==> config.mk <==
export PLATFORM = sky130hd
export DESIGN_NAME = three_point_servo_scan_sequencer_flat
export DESIGN_NICKNAME = d
export VERILOG_FILES = /design/src/design/tpss_pkg.sv /design/src/design/tpss_if.sv /design/src/design/tpss_out_skid.sv /design/src/design/three_point_servo_scan_sequencer.sv /design/src/flat_wrapper.sv
export VERILOG_INCLUDE_DIRS = /design/src /design/src/design
export SDC_FILE = /design/constraint.sdc
export NUM_CORES = 1
export LEC_CHECK = 0
export BUFFER_PORTS_ARGS = -buffer_cell sky130_fd_sc_hd__buf_2
export CAP_MARGIN = 20
export CORE_MARGIN = 4
export CORE_UTILIZATION = 50
export DETAILED_ROUTE_END_ITERATION = 8
export PLACE_DENSITY = 0.79
export SYNTH_ARGS = -nofsm -noshare
export SYNTH_HDL_FRONTEND = slang
export SYNTH_SLANG_ARGS = --single-unit
==> constraint.sdc <==
create_clock -name clk -period 3.85 [get_ports clk]
set_input_delay 0.1925 -clock clk [delete_from_list [all_inputs] [get_ports clk]]
set_output_delay 0.1925 -clock clk [all_outputs]
set_load 0.01 [all_outputs]
==> src/design/assert_macros.svh <==
// assertion macros shared by the sequencer rtl
// expects signals named clk and rst_n in the including module
`ifndef ASSERT_MACROS_SVH
`define ASSERT_MACROS_SVH

// same-cycle implication, disabled while in reset
`define ASSERT_SAME(lbl, ante, cons, msg) \
    lbl: assert property (@(posedge clk) disable iff (!rst_n) (ante) |-> (cons)) \
        else $error(msg);

// next-cycle implication, disabled while in reset
`define ASSERT_NEXT(lbl, ante, cons, msg) \
    lbl: assert property (@(posedge clk) disable iff (!rst_n) (ante) |=> (cons)) \
        else $error(msg);

`endif

==> src/design/tpss_pkg.sv <==
// types and constants for the three point servo scan sequencer
// no dependencies
`timescale 1ns / 1ps

package tpss_pkg;

    localparam int ANGLE_BITS   = 8;
    localparam int PHASE_BITS   = 4;
    localparam int KIND_BITS    = 2;
    localparam int CFG_IDX_BITS = 3;

    typedef enum logic [PHASE_BITS-1:0] {
        PH_IDLE   = 4'd0,
        PH_MOVE_L = 4'd1,
        PH_READ_L = 4'd2,
        PH_MOVE_C = 4'd3,
        PH_READ_C = 4'd4,
        PH_MOVE_R = 4'd5,
        PH_READ_R = 4'd6,
        PH_RETURN = 4'd7,
        PH_DONE   = 4'd8
    } phase_t;

    typedef enum logic [KIND_BITS-1:0] {
        KIND_TICK   = 2'd0,
        KIND_START  = 2'd1,
        KIND_CANCEL = 2'd2,
        KIND_TAKE   = 2'd3
    } kind_t;

    // configuration register indexes
    localparam logic [CFG_IDX_BITS-1:0] CFG_LEFT_ANGLE     = 3'd0;
    localparam logic [CFG_IDX_BITS-1:0] CFG_CENTER_ANGLE   = 3'd1;
    localparam logic [CFG_IDX_BITS-1:0] CFG_RIGHT_ANGLE    = 3'd2;
    localparam logic [CFG_IDX_BITS-1:0] CFG_SETTLE_MS      = 3'd3;
    localparam logic [CFG_IDX_BITS-1:0] CFG_RETURN_MS      = 3'd4;
    localparam logic [CFG_IDX_BITS-1:0] CFG_SENSOR_PRESENT = 3'd5;

    // reset values
    localparam logic [ANGLE_BITS-1:0] LEFT_ANGLE_RESET   = 8'd150;
    localparam logic [ANGLE_BITS-1:0] CENTER_ANGLE_RESET = 8'd90;
    localparam logic [ANGLE_BITS-1:0] RIGHT_ANGLE_RESET  = 8'd30;
    localparam int                    SETTLE_MS_RESET    = 1000;
    localparam int                    RETURN_MS_RESET    = 300;

endpackage

==> src/design/tpss_if.sv <==
// valid/ready channel interfaces for the sequencer: command words in, status words out
// depends on tpss_pkg
`timescale 1ns / 1ps

interface tpss_req_if
    import tpss_pkg::*;
#(
    parameter int DISTANCE_BITS = 10
) ();
    logic                     valid;
    logic                     ready;
    logic [KIND_BITS-1:0]     kind;
    logic [DISTANCE_BITS-1:0] distance_sample;

    modport source (output valid, kind, distance_sample, input ready);
    modport sink   (input valid, kind, distance_sample, output ready);
endinterface

interface tpss_rsp_if
    import tpss_pkg::*;
#(
    parameter int DISTANCE_BITS = 10
) ();
    logic                     valid;
    logic                     ready;
    logic [ANGLE_BITS-1:0]    servo_angle;
    logic                     servo_write;
    logic [PHASE_BITS-1:0]    phase;
    logic                     scan_done;
    logic [DISTANCE_BITS-1:0] left_distance;
    logic [DISTANCE_BITS-1:0] center_distance;
    logic [DISTANCE_BITS-1:0] right_distance;

    modport source (output valid, servo_angle, servo_write, phase, scan_done,
                    left_distance, center_distance, right_distance, input ready);
    modport sink   (input valid, servo_angle, servo_write, phase, scan_done,
                    left_distance, center_distance, right_distance, output ready);
endinterface

==> src/design/tpss_out_skid.sv <==
// two-entry result buffer: output register plus skid register
// depends on assert_macros.svh
`timescale 1ns / 1ps
`include "assert_macros.svh"

module tpss_out_skid #(
    parameter int WIDTH = 8
) (
    input  logic             clk,
    input  logic             rst_n,
    input  logic             up_valid,
    output logic             up_ready,
    input  logic [WIDTH-1:0] up_data,
    output logic             dn_valid,
    input  logic             dn_ready,
    output logic [WIDTH-1:0] dn_data
);

    logic             main_valid_reg, main_valid_next;
    logic             skid_valid_reg, skid_valid_next;
    logic [WIDTH-1:0] main_data_reg, main_data_next;
    logic [WIDTH-1:0] skid_data_reg, skid_data_next;
    logic             up_accept;

    assign up_ready  = !skid_valid_reg;
    assign up_accept = up_valid && up_ready;
    assign dn_valid  = main_valid_reg;
    assign dn_data   = main_data_reg;

    always_comb
    begin
        main_valid_next = main_valid_reg;
        skid_valid_next = skid_valid_reg;
        main_data_next  = main_data_reg;
        skid_data_next  = skid_data_reg;
        if (up_accept)
        begin
            if (!main_valid_reg || dn_ready)
            begin
                main_valid_next = 1'b1;
                main_data_next  = up_data;
            end
            else
            begin
                // receiver stalled: park the word
                skid_valid_next = 1'b1;
                skid_data_next  = up_data;
            end
        end
        else if (dn_ready)
        begin
            if (skid_valid_reg)
            begin
                main_data_next  = skid_data_reg;
                skid_valid_next = 1'b0;
            end
            else
            begin
                main_valid_next = 1'b0;
            end
        end
    end

    always_ff @(posedge clk or negedge rst_n)
    begin
        if (!rst_n)
        begin
            main_valid_reg <= 1'b0;
            skid_valid_reg <= 1'b0;
        end
        else
        begin
            main_valid_reg <= main_valid_next;
            skid_valid_reg <= skid_valid_next;
        end
    end

    always_ff @(posedge clk)
    begin
        main_data_reg <= main_data_next;
        skid_data_reg <= skid_data_next;
    end

    `ASSERT_SAME(a_skid_behind_main, skid_valid_reg, main_valid_reg, "skid full while output empty")
    `ASSERT_NEXT(a_skid_drains, skid_valid_reg && dn_ready, !skid_valid_reg && main_valid_reg, "skid word not moved forward")
    `ASSERT_NEXT(a_stall_parks, up_accept && main_valid_reg && !dn_ready, skid_valid_reg, "word lost on stall")

endmodule

==> src/design/three_point_servo_scan_sequencer.sv <==
// three point servo scan sequencer, top level
// depends on tpss_pkg, tpss_if, tpss_out_skid and assert_macros.svh
`timescale 1ns / 1ps
`include "assert_macros.svh"

// usage
//   req channel carries one command word: kind (tick, start, cancel, take) and the
//   current distance sample. every accepted word yields exactly one status word on
//   the rsp channel showing the servo angle, whether a servo command was issued,
//   the phase, the done flag and the three stored distances after that word
//   each status word is registered in the output buffer and held while rsp.ready is low
//   throughput: one word per cycle while req.ready is high; the whole state update
//   is one pass of logic from the accepted word into the state and result registers
//   stall: a two-entry output buffer lets one more word in while a status word
//   waits; req.ready drops only when both entries are full
//   config: cfg_we/cfg_index/cfg_data write one register per cycle; write only while
//   the sequencer is quiet (not enforced); indexes past the list are ignored
//   reset: phase idle, counter and stores zero, servo at 90 degrees, registers at
//   their defaults, output buffer empty
module three_point_servo_scan_sequencer
    import tpss_pkg::*;
#(
    parameter int DISTANCE_BITS = 10,
    parameter int WAIT_BITS     = 11
) (
    input  logic                    clk,
    input  logic                    rst_n,
    tpss_req_if.sink                req,
    tpss_rsp_if.source              rsp,
    input  logic                    cfg_we,
    input  logic [CFG_IDX_BITS-1:0] cfg_index,
    input  logic [WAIT_BITS-1:0]    cfg_data
);

    localparam int RSP_BITS = ANGLE_BITS + 1 + PHASE_BITS + 1 + 3 * DISTANCE_BITS;

    // configuration registers
    logic [ANGLE_BITS-1:0] left_angle_reg;
    logic [ANGLE_BITS-1:0] center_angle_reg;
    logic [ANGLE_BITS-1:0] right_angle_reg;
    logic [WAIT_BITS-1:0]  settle_ms_reg;
    logic [WAIT_BITS-1:0]  return_ms_reg;
    logic                  sensor_present_reg;

    // sequencer state
    phase_t                   phase_reg, phase_next;
    logic [WAIT_BITS-1:0]     elapsed_reg, elapsed_next;
    logic [DISTANCE_BITS-1:0] left_reg, left_next;
    logic [DISTANCE_BITS-1:0] center_reg, center_next;
    logic [DISTANCE_BITS-1:0] right_reg, right_next;
    logic [ANGLE_BITS-1:0]    angle_reg, angle_next;
    logic                     servo_write;

    logic                     req_ready;
    logic                     req_accept;
    kind_t                    req_kind;
    logic [WAIT_BITS-1:0]     elapsed_inc;
    logic                     settle_over;
    logic                     return_over;
    logic [RSP_BITS-1:0]      rsp_word;
    logic [RSP_BITS-1:0]      rsp_out;

    assign req.ready  = req_ready;
    assign req_accept = req.valid && req_ready;
    assign req_kind   = kind_t'(req.kind);

    // saturating tick count; a wait ends once the count reaches its register
    assign elapsed_inc = (elapsed_reg == {WAIT_BITS{1'b1}}) ? elapsed_reg
                                                            : elapsed_reg + 1'b1;
    assign settle_over = elapsed_inc >= settle_ms_reg;
    assign return_over = elapsed_inc >= return_ms_reg;

    // configuration writes
    always_ff @(posedge clk or negedge rst_n)
    begin
        if (!rst_n)
        begin
            left_angle_reg     <= LEFT_ANGLE_RESET;
            center_angle_reg   <= CENTER_ANGLE_RESET;
            right_angle_reg    <= RIGHT_ANGLE_RESET;
            settle_ms_reg      <= WAIT_BITS'(SETTLE_MS_RESET);
            return_ms_reg      <= WAIT_BITS'(RETURN_MS_RESET);
            sensor_present_reg <= 1'b1;
        end
        else if (cfg_we)
        begin
            unique case (cfg_index)
                CFG_LEFT_ANGLE:     left_angle_reg     <= cfg_data[ANGLE_BITS-1:0];
                CFG_CENTER_ANGLE:   center_angle_reg   <= cfg_data[ANGLE_BITS-1:0];
                CFG_RIGHT_ANGLE:    right_angle_reg    <= cfg_data[ANGLE_BITS-1:0];
                CFG_SETTLE_MS:      settle_ms_reg      <= cfg_data;
                CFG_RETURN_MS:      return_ms_reg      <= cfg_data;
                CFG_SENSOR_PRESENT: sensor_present_reg <= cfg_data[0];
                default:            ;
            endcase
        end
    end

    // next phase
    always_comb
    begin
        phase_next = phase_reg;
        if (req_accept)
        begin
            unique case (req_kind)
                KIND_START:
                begin
                    // start only from idle
                    if (phase_reg == PH_IDLE)
                    begin
                        phase_next = PH_MOVE_L;
                    end
                end
                KIND_CANCEL, KIND_TAKE:
                begin
                    phase_next = PH_IDLE;
                end
                KIND_TICK:
                begin
                    unique case (phase_reg)
                        PH_MOVE_L: phase_next = PH_READ_L;
                        PH_READ_L: phase_next = settle_over ? PH_MOVE_C : PH_READ_L;
                        PH_MOVE_C: phase_next = PH_READ_C;
                        PH_READ_C: phase_next = settle_over ? PH_MOVE_R : PH_READ_C;
                        PH_MOVE_R: phase_next = PH_READ_R;
                        PH_READ_R: phase_next = settle_over ? PH_RETURN : PH_READ_R;
                        PH_RETURN: phase_next = return_over ? PH_DONE : PH_RETURN;
                        default:   phase_next = phase_reg; // idle and done ignore ticks
                    endcase
                end
                default:
                begin
                    phase_next = phase_reg;
                end
            endcase
        end
    end

    // datapath outputs: servo command, tick counter, stored distances
    always_comb
    begin
        angle_next   = angle_reg;
        elapsed_next = elapsed_reg;
        left_next    = left_reg;
        center_next  = center_reg;
        right_next   = right_reg;
        servo_write  = 1'b0;
        if (req_accept)
        begin
            unique case (req_kind)
                KIND_START:
                begin
                    if (phase_reg == PH_IDLE)
                    begin
                        left_next   = '0;
                        center_next = '0;
                        right_next  = '0;
                    end
                end
                KIND_CANCEL:
                begin
                    // re-center the servo from any phase
                    angle_next  = center_angle_reg;
                    servo_write = 1'b1;
                end
                KIND_TAKE:
                begin
                    angle_next = angle_reg;
                end
                KIND_TICK:
                begin
                    unique case (phase_reg)
                        PH_MOVE_L:
                        begin
                            angle_next   = left_angle_reg;
                            servo_write  = 1'b1;
                            elapsed_next = '0;
                        end
                        PH_MOVE_C:
                        begin
                            angle_next   = center_angle_reg;
                            servo_write  = 1'b1;
                            elapsed_next = '0;
                        end
                        PH_MOVE_R:
                        begin
                            angle_next   = right_angle_reg;
                            servo_write  = 1'b1;
                            elapsed_next = '0;
                        end
                        PH_READ_L:
                        begin
                            elapsed_next = elapsed_inc;
                            if (settle_over && sensor_present_reg)
                            begin
                                left_next = req.distance_sample;
                            end
                        end
                        PH_READ_C:
                        begin
                            elapsed_next = elapsed_inc;
                            if (settle_over && sensor_present_reg)
                            begin
                                center_next = req.distance_sample;
                            end
                        end
                        PH_READ_R:
                        begin
                            elapsed_next = elapsed_inc;
                            if (settle_over)
                            begin
                                if (sensor_present_reg)
                                begin
                                    right_next = req.distance_sample;
                                end
                                // last reading taken: head back to center
                                angle_next   = center_angle_reg;
                                servo_write  = 1'b1;
                                elapsed_next = '0;
                            end
                        end
                        PH_RETURN:
                        begin
                            elapsed_next = elapsed_inc;
                        end
                        default:
                        begin
                            elapsed_next = elapsed_reg;
                        end
                    endcase
                end
                default:
                begin
                    angle_next = angle_reg;
                end
            endcase
        end
    end

    always_ff @(posedge clk or negedge rst_n)
    begin
        if (!rst_n)
        begin
            phase_reg   <= PH_IDLE;
            elapsed_reg <= '0;
            left_reg    <= '0;
            center_reg  <= '0;
            right_reg   <= '0;
            angle_reg   <= CENTER_ANGLE_RESET;
        end
        else
        begin
            phase_reg   <= phase_next;
            elapsed_reg <= elapsed_next;
            left_reg    <= left_next;
            center_reg  <= center_next;
            right_reg   <= right_next;
            angle_reg   <= angle_next;
        end
    end

    // status word shows the state after the command
    assign rsp_word = {angle_next, servo_write, phase_next, (phase_next == PH_DONE),
                       left_next, center_next, right_next};

    tpss_out_skid #(
        .WIDTH (RSP_BITS)
    ) u_out_skid (
        .clk      (clk),
        .rst_n    (rst_n),
        .up_valid (req.valid),
        .up_ready (req_ready),
        .up_data  (rsp_word),
        .dn_valid (rsp.valid),
        .dn_ready (rsp.ready),
        .dn_data  (rsp_out)
    );

    assign {rsp.servo_angle, rsp.servo_write, rsp.phase, rsp.scan_done,
            rsp.left_distance, rsp.center_distance, rsp.right_distance} = rsp_out;

    `ASSERT_NEXT(a_cancel_centers, req_accept && req_kind == KIND_CANCEL, phase_reg == PH_IDLE && angle_reg == $past(center_angle_reg), "cancel did not re-center")
    `ASSERT_NEXT(a_phase_holds, !req_accept, phase_reg == $past(phase_reg), "phase moved without a command")
    `ASSERT_NEXT(a_start_clears, req_accept && req_kind == KIND_START && phase_reg == PH_IDLE, left_reg == '0 && center_reg == '0 && right_reg == '0 && phase_reg == PH_MOVE_L, "start did not clear stores")

endmodule
==> src/flat_wrapper.sv <==
// flat-port wrapper written by rule: the top's interface ports become plain ports
module three_point_servo_scan_sequencer_flat import tpss_pkg::*;
#(
    parameter int DISTANCE_BITS = 10,
    parameter int WAIT_BITS     = 11
)
  (clk, rst_n, cfg_we, cfg_index, cfg_data, req_valid, req_kind, req_distance_sample, req_ready, rsp_valid, rsp_servo_angle, rsp_servo_write, rsp_phase, rsp_scan_done, rsp_left_distance, rsp_center_distance, rsp_right_distance, rsp_ready);
  tpss_req_if #(.DISTANCE_BITS(DISTANCE_BITS)) req_i ();
  tpss_rsp_if #(.DISTANCE_BITS(DISTANCE_BITS)) rsp_i ();
  input  logic clk;
  input  logic rst_n;
  input  logic cfg_we;
  input  logic [CFG_IDX_BITS-1:0] cfg_index;
  input  logic [WAIT_BITS-1:0] cfg_data;
  input wire logic [$bits(req_i.valid)-1:0] req_valid;
  input wire logic [$bits(req_i.kind)-1:0] req_kind;
  input wire logic [$bits(req_i.distance_sample)-1:0] req_distance_sample;
  output wire logic [$bits(req_i.ready)-1:0] req_ready;
  output wire logic [$bits(rsp_i.valid)-1:0] rsp_valid;
  output wire logic [$bits(rsp_i.servo_angle)-1:0] rsp_servo_angle;
  output wire logic [$bits(rsp_i.servo_write)-1:0] rsp_servo_write;
  output wire logic [$bits(rsp_i.phase)-1:0] rsp_phase;
  output wire logic [$bits(rsp_i.scan_done)-1:0] rsp_scan_done;
  output wire logic [$bits(rsp_i.left_distance)-1:0] rsp_left_distance;
  output wire logic [$bits(rsp_i.center_distance)-1:0] rsp_center_distance;
  output wire logic [$bits(rsp_i.right_distance)-1:0] rsp_right_distance;
  input wire logic [$bits(rsp_i.ready)-1:0] rsp_ready;
  assign req_i.valid = req_valid;
  assign req_i.kind = req_kind;
  assign req_i.distance_sample = req_distance_sample;
  assign req_ready = req_i.ready;
  assign rsp_valid = rsp_i.valid;
  assign rsp_servo_angle = rsp_i.servo_angle;
  assign rsp_servo_write = rsp_i.servo_write;
  assign rsp_phase = rsp_i.phase;
  assign rsp_scan_done = rsp_i.scan_done;
  assign rsp_left_distance = rsp_i.left_distance;
  assign rsp_center_distance = rsp_i.center_distance;
  assign rsp_right_distance = rsp_i.right_distance;
  assign rsp_i.ready = rsp_ready;
  three_point_servo_scan_sequencer #(.DISTANCE_BITS(DISTANCE_BITS), .WAIT_BITS(WAIT_BITS)) u_core (.clk(clk), .rst_n(rst_n), .req(req_i), .rsp(rsp_i), .cfg_we(cfg_we), .cfg_index(cfg_index), .cfg_data(cfg_data));
endmodule
==> out/results.ini, run 1 <==
[synth]
yosysWarningCount=0
synth_flop_cell=edfxtp_1
async_reset_ff_share_pct=53.68
syn_inst=808
synth_seq_area_share_pct=57.11
synthDistinctLibCells=69
yosysMostFrequentCell=edfxtp_1
synthesis.nets=862
synth_area_per_cell_um2=11.33
synth_top_area_cell=edfxtp_1
synth_top_area_share_pct=28.86
synth.area.top_cells=edfxtp_1 (29%), dfrtp_1 (20%), dfstp_2 (7.7%), mux2_2 (4.8%), a31oi_1 (3.6%)
ys_seq_elements=190
synth_common_cells=edfxtp_1 (88), nand2_1 (83), dfrtp_1 (75)
synth_area_mm2=0.009156
synth_enable_flop_cells=88

[cts]
clock-sinks=190
clockBufferDepth=2
root_buffer=clkbuf_16
clock_latency_ns=0.44
numCtsBuffers=17
cts_tree=yes
path_clk_slew_ns=0.07
h-tree-depth=4

[final_layout]
num_antenna_cells=0
nets=952
fin_cells=1140
syn_to_final_growth_pct=16.00
fin_util_pct=59.13
drive_above_1_share_pct=26.56

[global_route]
grt_use_total_pct=20.95
grt_antenna_before_repair=0
grt_pass1_wl_um=34030
grt_pass1_vias=6634
grt.overflow.total=0
grt_max_degree=83

[drt]
post-route-drc-count=0
drtIter0Drc=698
wl_per_cell_um=18.68
vias=6971
post_drt_via_cell_ratio=6.115
ant_nets=0
drtPass1Iterations=8
finalWirelength_um=21300

[setup_path]
arrival_ns=3.98
critPathTopFamily=simple AND/OR/NAND/NOR gates
r2r_end=u_core.u_out_skid.dn_data[20]
reg2reg_from=u_core.elapsed_reg[5]
slowest_stage=or4_4
path_buf_inv=2
reg2regPathDepth=13
rrSetupSlack_ns=0.10
crit_type=flip-flop to flip-flop
crit_top_cell=buf_4
crit_chain=nand3_2, or4_4, nor2b_2, and3_1, xor2_1, ha_1, nand4_1, or3_4, buf_4, a211oi_2, buf_4, a32oi_1, o21ai_0
endpoint_kind=flip-flop
critPathMaxStageDelay_ns=0.53
path_max_fanout=10
worst_setup_path_start_kind=flip-flop
cp.required_ns=4.08
crit_path_start=u_core.elapsed_reg[5]

[die]
rows=49
initial_core_util_pct=50.97
die-width_um=143.3
io_pins=77
core_mm2=0.01796
die_h_um=143.3
die-area_mm2=0.02054

[sta]
finalSetupViolCount=0
hold_slack_ns=0.03691
drv_slew=0
clock-skew-final_ns=0.01247
fin_crit_sh_pct=97.31
worst_pin_slew_ns=1.068
max_slew_margin_pct=28.28
hold_viol=0
setup_tns_ns=0
fmax_ghz=0.2669
period_minus_slack_ns=3.746

[placed_design]
gp_congestion=0.8343
dpl.cell_count=1100
dp_hpwl_um=13990
port-buffer-count=76

[power]
ir_drop_v=0.0003781
p_total_uw=5630
power.density_mw_per_mm2=530.1
leakage_uw=0.004239

[worst_hold_path]
hold_path_end=u_core.return_ms_reg[2]
hold_start=cfg_data[2]
hold-path-cell-count=3
hp-class=primary input to flip-flop

[job]
cap_violations=0

[run_status]
status=finished, final reports clean

-- metrics by stage --
step	setup slack [ns]	area, um2
2_1_floorplan	0.1861	9159
3_3_place_gp	0.1852	9887
3_5_place_dp	0.04916	9887
4_1_cts	0.01267	10510
5_1_grt	-0.01962	10620
6_report	0.1036	10620
-- worst max path at each step --
stage	to	slack, ns	cells after the start
after global placement	u_core.u_out_skid.skid_data_reg[39]	0.19	13
after detailed placement	u_core.u_out_skid.dn_data[18]	0.05	14
after CTS	u_core.u_out_skid.skid_data_reg[17]	0.01	13
after global routing	u_core.u_out_skid.skid_data_reg[41]	-0.02	14
final	u_core.u_out_skid.dn_data[20]	0.10	13
after floorplan	u_core.u_out_skid.dn_data[11]	0.19	15
-- worst register-to-register path: stages, from the launching register on --
cell      delay, ns
dfrtp_1        0.43
nand3_2        0.13
or4_4          0.53
nor2b_2        0.19
and3_1         0.21
xor2_1         0.17
ha_1           0.32
nand4_1        0.15
or3_4          0.39
buf_4          0.19
a211oi_2       0.20
buf_4          0.23
a32oi_1        0.11
o21ai_0        0.30
-- cell families after synthesis --
family | synth area share (%)
compound gates | 18.08
flops | 57.11
buf+inv | 3.689
mux | 5.671
simple gates | 11.64
fa+ha+maj | 3.143
xor+xnor | 0.6696
-- cells in the final DEF (no fill, tap or decap), types with 5 or more instances in the layout --
| cell | n |
|---|---|
| edfxtp_1 | 88 |
| nand2_1 | 83 |
| buf_2 | 76 |
| dfrtp_1 | 75 |
| a31oi_1 | 52 |
| nor2_1 | 46 |
| o21ai_0 | 44 |
| a21oi_1 | 41 |
| inv_1 | 40 |
| mux2_2 | 39 |
| buf_4 | 31 |
| dfstp_2 | 27 |
| ha_1 | 22 |
| nand3_1 | 20 |
| clkbuf_16 | 17 |
| a22o_1 | 14 |
| nand3b_1 | 13 |
| o22ai_1 | 12 |
| o211ai_1 | 11 |
| a22oi_1 | 9 |
| mux2i_1 | 8 |
| nor3_1 | 7 |
| o21ai_1 | 7 |
| o221ai_1 | 6 |
| and2_1 | 6 |
| a32oi_1 | 6 |
| xnor2_1 | 5 |
| o21a_1 | 5 |
| nand4_1 | 5 |
| a21o_1 | 5 |
-- report_power, final --
part / internal, uW / switching [uW] / total [uW]
Combinational: 488 / 757 / 1240
Clock: 865 / 844 / 1710
Sequential: 2510 / 169 / 2680
-- layout make-up --
type | count | area, um2
clock buffers | 18 | 429.2
clock inverters | 14 | 151.4
fillers | 1478 | 7342
inverters | 40 | 150.1
multi-input cells | 535 | 3672
flip-flops and latches | 190 | 5229
well taps | 229 | 286.5
repair buffers | 114 | 703.2
-- routing by layer --
layer	GRT usage [%]	wire length, um
met1	28.01	8893
met2	34.67	10360
met3	3.827	1471
met4	7.384	573
met5	0	0
-- repair_timing --
| item | in CTS | in global routing |
|---|---|---|
| setup endpoints to repair | 1 | 63 |
| hold buffers | 4 | 0 |
| setup buffers | 0 | 2 |
| pin swaps | 0 | 9 |
| hold endpoints to repair | 37 | 0 |
| resized for setup | 1 | 12 |
| gates cloned | 0 | 1 |
Power figures use the tool's default switching activity.
==> inputs of run 2 (changes only) <==
- PLACE_DENSITY: 0.79 -> 0.69
==> run 2 against run 1 <==
  * Worst setup slack lost 0.0083 ns
  * Cell count grew 0.44%
  * Design area is the same
  * Critical path type unchanged
  * Critical endpoint is now u_core.u_out_skid.skid_data_reg[13]
  * Largest cell class unchanged
  * Largest power group unchanged
==> out/results.ini, run 2 (same netlist as run 1, synthesis figures left out) <==
[drt]
ant_nets=0
post-route-drc-count=0
drtIter0Drc=469
vias=6837
wl_per_cell_um=18.31
post_drt_via_cell_ratio=5.971
finalWirelength_um=20960
drtPass1Iterations=5

[sta]
finalSetupViolCount=0
layout_setup_ws_ns=0.09530
worst_pin_slew_ns=0.9684
period_minus_slack_ns=3.755
setup_tns_ns=0
fmax_ghz=0.2663
hold_slack_ns=0.008973
clock-skew-final_ns=0.008348
max_slew_margin_pct=34.89
drv_slew=0
hold_viol=0
fin_crit_sh_pct=97.52

[cts]
clock-sinks=190
clock_latency_ns=0.43
numCtsBuffers=17
clockBufferDepth=2
root_buffer=clkbuf_16
path_clk_slew_ns=0.07
h-tree-depth=4
cts_tree=yes

[setup_path]
reg2regPathDepth=13
cp.required_ns=4.03
endpoint_kind=flip-flop
path_max_fanout=8
arrival_ns=3.93
crit_path_start=u_core.elapsed_reg[0]
worst_setup_path_start_kind=flip-flop
reg2reg_from=u_core.elapsed_reg[0]
crit_type=flip-flop to flip-flop

[final_layout]
syn_to_final_growth_pct=16.00
final_common_cell=edfxtp_1
final_cell_mix=edfxtp_1 (88), nand2_1 (83), buf_2 (75), dfrtp_1 (75), a31oi_1 (53)
stdcell_area_mm2=0.01062
nets=957
fin_cells=1145
drive_above_1_share_pct=26.75
num_antenna_cells=0

[worst_hold_path]
hold_start=cfg_data[10]
hold-path-cell-count=3
hp-class=primary input to flip-flop

[placed_design]
port-buffer-count=76
dpl.cell_count=1105
gp_congestion=0.8278
place_area_mm2=0.009925
pre_cts_ws_ns=0.06006
dp_hpwl_um=14180

[global_route]
grt_pass1_vias=6462
grt_pass1_wl_um=33240
grt_antenna_before_repair=0
grt_use_total_pct=20.49
grt_max_degree=53
grt.overflow.total=0

[die]
die-area_mm2=0.02054
initial_core_util_pct=50.97
die-width_um=143.3
io_pins=77
core_mm2=0.01796
die_h_um=143.3
rows=49

[run_status]
status=finished, final reports clean

[power]
ir_drop_v=0.0003254
power.density_mw_per_mm2=530.1
leakage_uw=0.004257

[job]
cap_violations=0

[run 2: worst paths after layout]
kind / slack (ns) / endpoint
min in group asynchronous: 0.27 / u_core.return_ms_reg[9]
setup / recovery: 0.1 / u_core.u_out_skid.skid_data_reg[13]
hold reg to reg: 0.51 / u_core.left_angle_reg[0]
setup reg to reg: 0.1 / u_core.u_out_skid.skid_data_reg[13]
hold / removal: 0.009 / u_core.return_ms_reg[10]
max in group asynchronous: 2.71 / u_core.right_reg[1]
[run 2: timing repair]
item / 4_1_cts / 5_1_grt
hold buffers: 3 / 0
endpoints found under the setup margin: 0 / 89
setup buffers: 0 / 4
resized for setup: 0 / 9
endpoints found under the hold margin: 26 / 0
[run 2: final cells by class]
cell class,instances,area [um2]
fill,1505,7342
sequential,190,5229
multi-input combinational,535,3657
timing repair buffer,119,716.9
clock buffer,18,429.2
tap,229,286.5
clock inverter,14,152.6
inverter,40,150.1
[run 2: report_power, final]
| group | total, uW | internal, uW | switching, uW | leakage [uW] |
|---|---|---|---|---|
| combinational | 1220 | 484 | 740 | 0.00185 |
| sequential | 2670 | 2510 | 165 | 0.00212 |
| clock | 1730 | 921 | 813 | 0.000287 |
[run 2: metal layers]
layer / global-route usage [%] / part of all wire, % / up-vias
li1: - / - / 3221
met1: 28.07 / 44 / 3341
met2: 33.78 / 49 / 251
met3: 3.794 / 5.6 / 24
met4: 5.847 / 1.3 / 0
met5: 0 / 0 / -
[run 2: worst max-delay path, stage by stage, from the launching register on]
cell       delay [ns]
dfrtp_1          0.41
ha_4             0.18
nand3_1          0.09
or4_4            0.42
nor2b_2          0.19
and3_1           0.21
xor2_1           0.17
ha_1             0.31
nand4_1          0.13
or3_4            0.45
a2111oi_4        0.35
buf_4            0.19
o21ai_4          0.10
a22o_1           0.29
[run 2: through the flow]
stage | utilization [%] | power (uW)
after detailed placement | 55.25 | 3913
after global placement | 55.25 | 3877
final | 59.13 | 5630
after floorplan | - | 3488
after CTS | 58.65 | 5646
after global routing | 59.13 | 5932
==> inputs of run 3 (changes only) <==
- BUFFER_PORTS_ARGS: -buffer_cell sky130_fd_sc_hd__buf_2 -> not set
- DONT_BUFFER_PORTS: not set -> 1
- PLACE_DENSITY: 0.69 -> 0.66
==> run 3 against run 2 <==
  * Die area unchanged
  * Worst hold slack better by 0.016 ns
  * Register-to-register slack better by 0.05 ns
  * Design area down 0.68%
  * Worst setup slack better by 0.052 ns
  * Core utilization decreased by 0.40 points
  * Clock power increased by 4%
  * Clock-buffer cell count down 1
  * Critical endpoint is now u_core.u_out_skid.skid_data_reg[11]
==> out/results.ini, run 3 (same netlist as run 1, synthesis figures left out) <==
[placed_design]
place_area_mm2=0.009479
port-buffer-count=0
gp_congestion=0.8221
dp_hpwl_um=14740

[drt]
wl_per_cell_um=21.06
post-route-drc-count=0
drtIter0Drc=585
drtPass1Iterations=5
finalWirelength_um=22870
ant_nets=0
post_drt_via_cell_ratio=6.250
vias=6787

[global_route]
grt_pass1_wl_um=35760
grt_pass1_vias=6618
grt.overflow.total=0
grt_antenna_before_repair=0
grt_max_degree=103
grt_use_total_pct=22.28

[setup_path]
reg2regPathDepth=12
critPathMaxStageDelay_ns=0.45
cp-endpoint=u_core.u_out_skid.skid_data_reg[11]
slowest_stage=or3_4
path_max_fanout=12
cp.depth=12
critPathTopFamily=simple AND/OR/NAND/NOR gates
rrSetupSlack_ns=0.15
r2r_end=u_core.u_out_skid.skid_data_reg[11]
cp.required_ns=4.03
crit_chain=ha_4, nand3_1, or4_4, buf_6, mux2_2, ha_1, a31oi_2, or3_4, a2111oi_4, buf_4, o21ai_2, a22o_1
crit_path_start=u_core.elapsed_reg[1]
crit_type=flip-flop to flip-flop
endpoint_kind=flip-flop
reg2reg_from=u_core.elapsed_reg[1]
worst_setup_path_start_kind=flip-flop
path_buf_inv=2
arrival_ns=3.88

[sta]
period_minus_slack_ns=3.703
fmax_ghz=0.2701
fin_crit_sh_pct=96.17
finalSetupViolCount=0
clock-skew-final_ns=0.009494
worst_pin_slew_ns=1.026
hold_viol=0
max_slew_margin_pct=31.07
drv_slew=0
hold_slack_ns=0.02543

[final_layout]
stdcell_area_mm2=0.01055
num_antenna_cells=0
syn_to_final_growth_pct=15.21
final_cell_mix=edfxtp_1 (88), nand2_1 (83), dfrtp_1 (74)
final_common_cell=edfxtp_1
fillers=1459
drive_above_1_share_pct=20.42
nets=898

[power]
seqPwrFrac_pct=48.1
power.density_mw_per_mm2=543.0
ir_drop_v=0.0003224
combinationalPowerShare_pct=20.5
p_total_uw=5728
p_int_uw=3960
power.share.clock_pct=31.4
switching_share_pct=30.86
p_sw_uw=1767
leakage_uw=0.004039

[run_status]
status=finished, final reports clean

[cts]
h-tree-depth=4
clockBufferDepth=2
numCtsBuffers=17
clock_latency_ns=0.44
path_clk_slew_ns=0.07
clock-sinks=190
cts_tree=yes
root_buffer=clkbuf_16

[die]
initial_core_util_pct=50.97
io_pins=77
die-width_um=143.3
core_mm2=0.01796
die-area_mm2=0.02054
rows=49
die_h_um=143.3

[worst_hold_path]
hp-class=primary input to flip-flop
hold_start=req_kind[1]

[job]
cap_violations=0

## run 3: changes by cell type in the layout (fill, tap and decap cells not counted), sizes merged
cell,before,now
clkinv,6,3
dlygate4sd3,3,26
clkbuf,19,17
buf,115,34
inv,47,46
bufinv,1,2
clkinvlp,0,4
## run 3: cell type report
type | instances | area (um2) | share of cell area, %
timing repair buffer | 60 | 555.5 | 5.266
clock buffer | 17 | 425.4 | 4.033
clock inverter | 15 | 176.4 | 1.672
multi-input combinational | 535 | 3725 | 35.31
tap | 229 | 286.5 | 2.716
inverter | 40 | 150.1 | 1.423
sequential | 190 | 5230 | 49.58
## run 3: per-stage QoR
step	utilization [%]	cells	setup TNS, ns	worst slack [ns]
after floorplan	-	808	0	0.1861
after CTS	57.67	1079	0	0.02120
final	58.72	1086	0	0.1475
after detailed placement	52.77	1021	0	0.04434
after global placement	52.77	1021	0	0.1380
after global routing	58.72	1086	-0.009687	-0.006987
## run 3: timing repair
item	4_1_cts	5_1_grt
endpoints found under the hold margin	195	1
gates resized for setup	0	26
endpoints found under the setup margin	0	96
hold buffers	26	1
setup buffers	0	4
## run 3: worst min-delay path by stage
| stage | end | slack [ns] | cells past startpoint |
|---|---|---|---|
| final | u_core.phase_reg[2] | 0.03 | 3 |
| after global placement | u_core.settle_ms_reg[1] | -0.1 | 0 |
| after global routing | u_core.phase_reg[2] | 0.03 | 3 |
| after floorplan | u_core.angle_reg[0] | -0.10 | 0 |
| after CTS | u_core.phase_reg[2] | 0.01 | 3 |
| after detailed placement | u_core.settle_ms_reg[1] | -0.1 | 0 |
## run 3: power groups by stage
| stage | registers [uW] | clock network (uW) | logic [uW] |
|---|---|---|---|
| after floorplan | 2710 | 0 | 776 |
| after global placement | 2770 | 0 | 967 |
| after detailed placement | 2790 | 0 | 1020 |
| after CTS | 2750 | 1830 | 1090 |
| after global routing | 2790 | 1900 | 1300 |
| final | 2750 | 1800 | 1170 |
## run 3: worst reg2reg max path, stage by stage, from the launching register on
cell	delay (ns)
dfrtp_1	0.41
ha_4	0.16
nand3_1	0.08
or4_4	0.44
buf_6	0.16
mux2_2	0.31
ha_1	0.30
a31oi_2	0.14
or3_4	0.45
a2111oi_4	0.34
buf_4	0.19
o21ai_2	0.14
a22o_1	0.33
## run 3: layer usage
metal  share of wire [%]  GRT usage (%)  up-vias  wire length (um)
met2                  51          38.03      259             11740
met4                 3.0          9.316        0               688
li1                    -              -     3108                 -
met3                 5.4          4.659       46              1245
met1                  40          27.71     3374              9193
met5                   0              0        -                 0
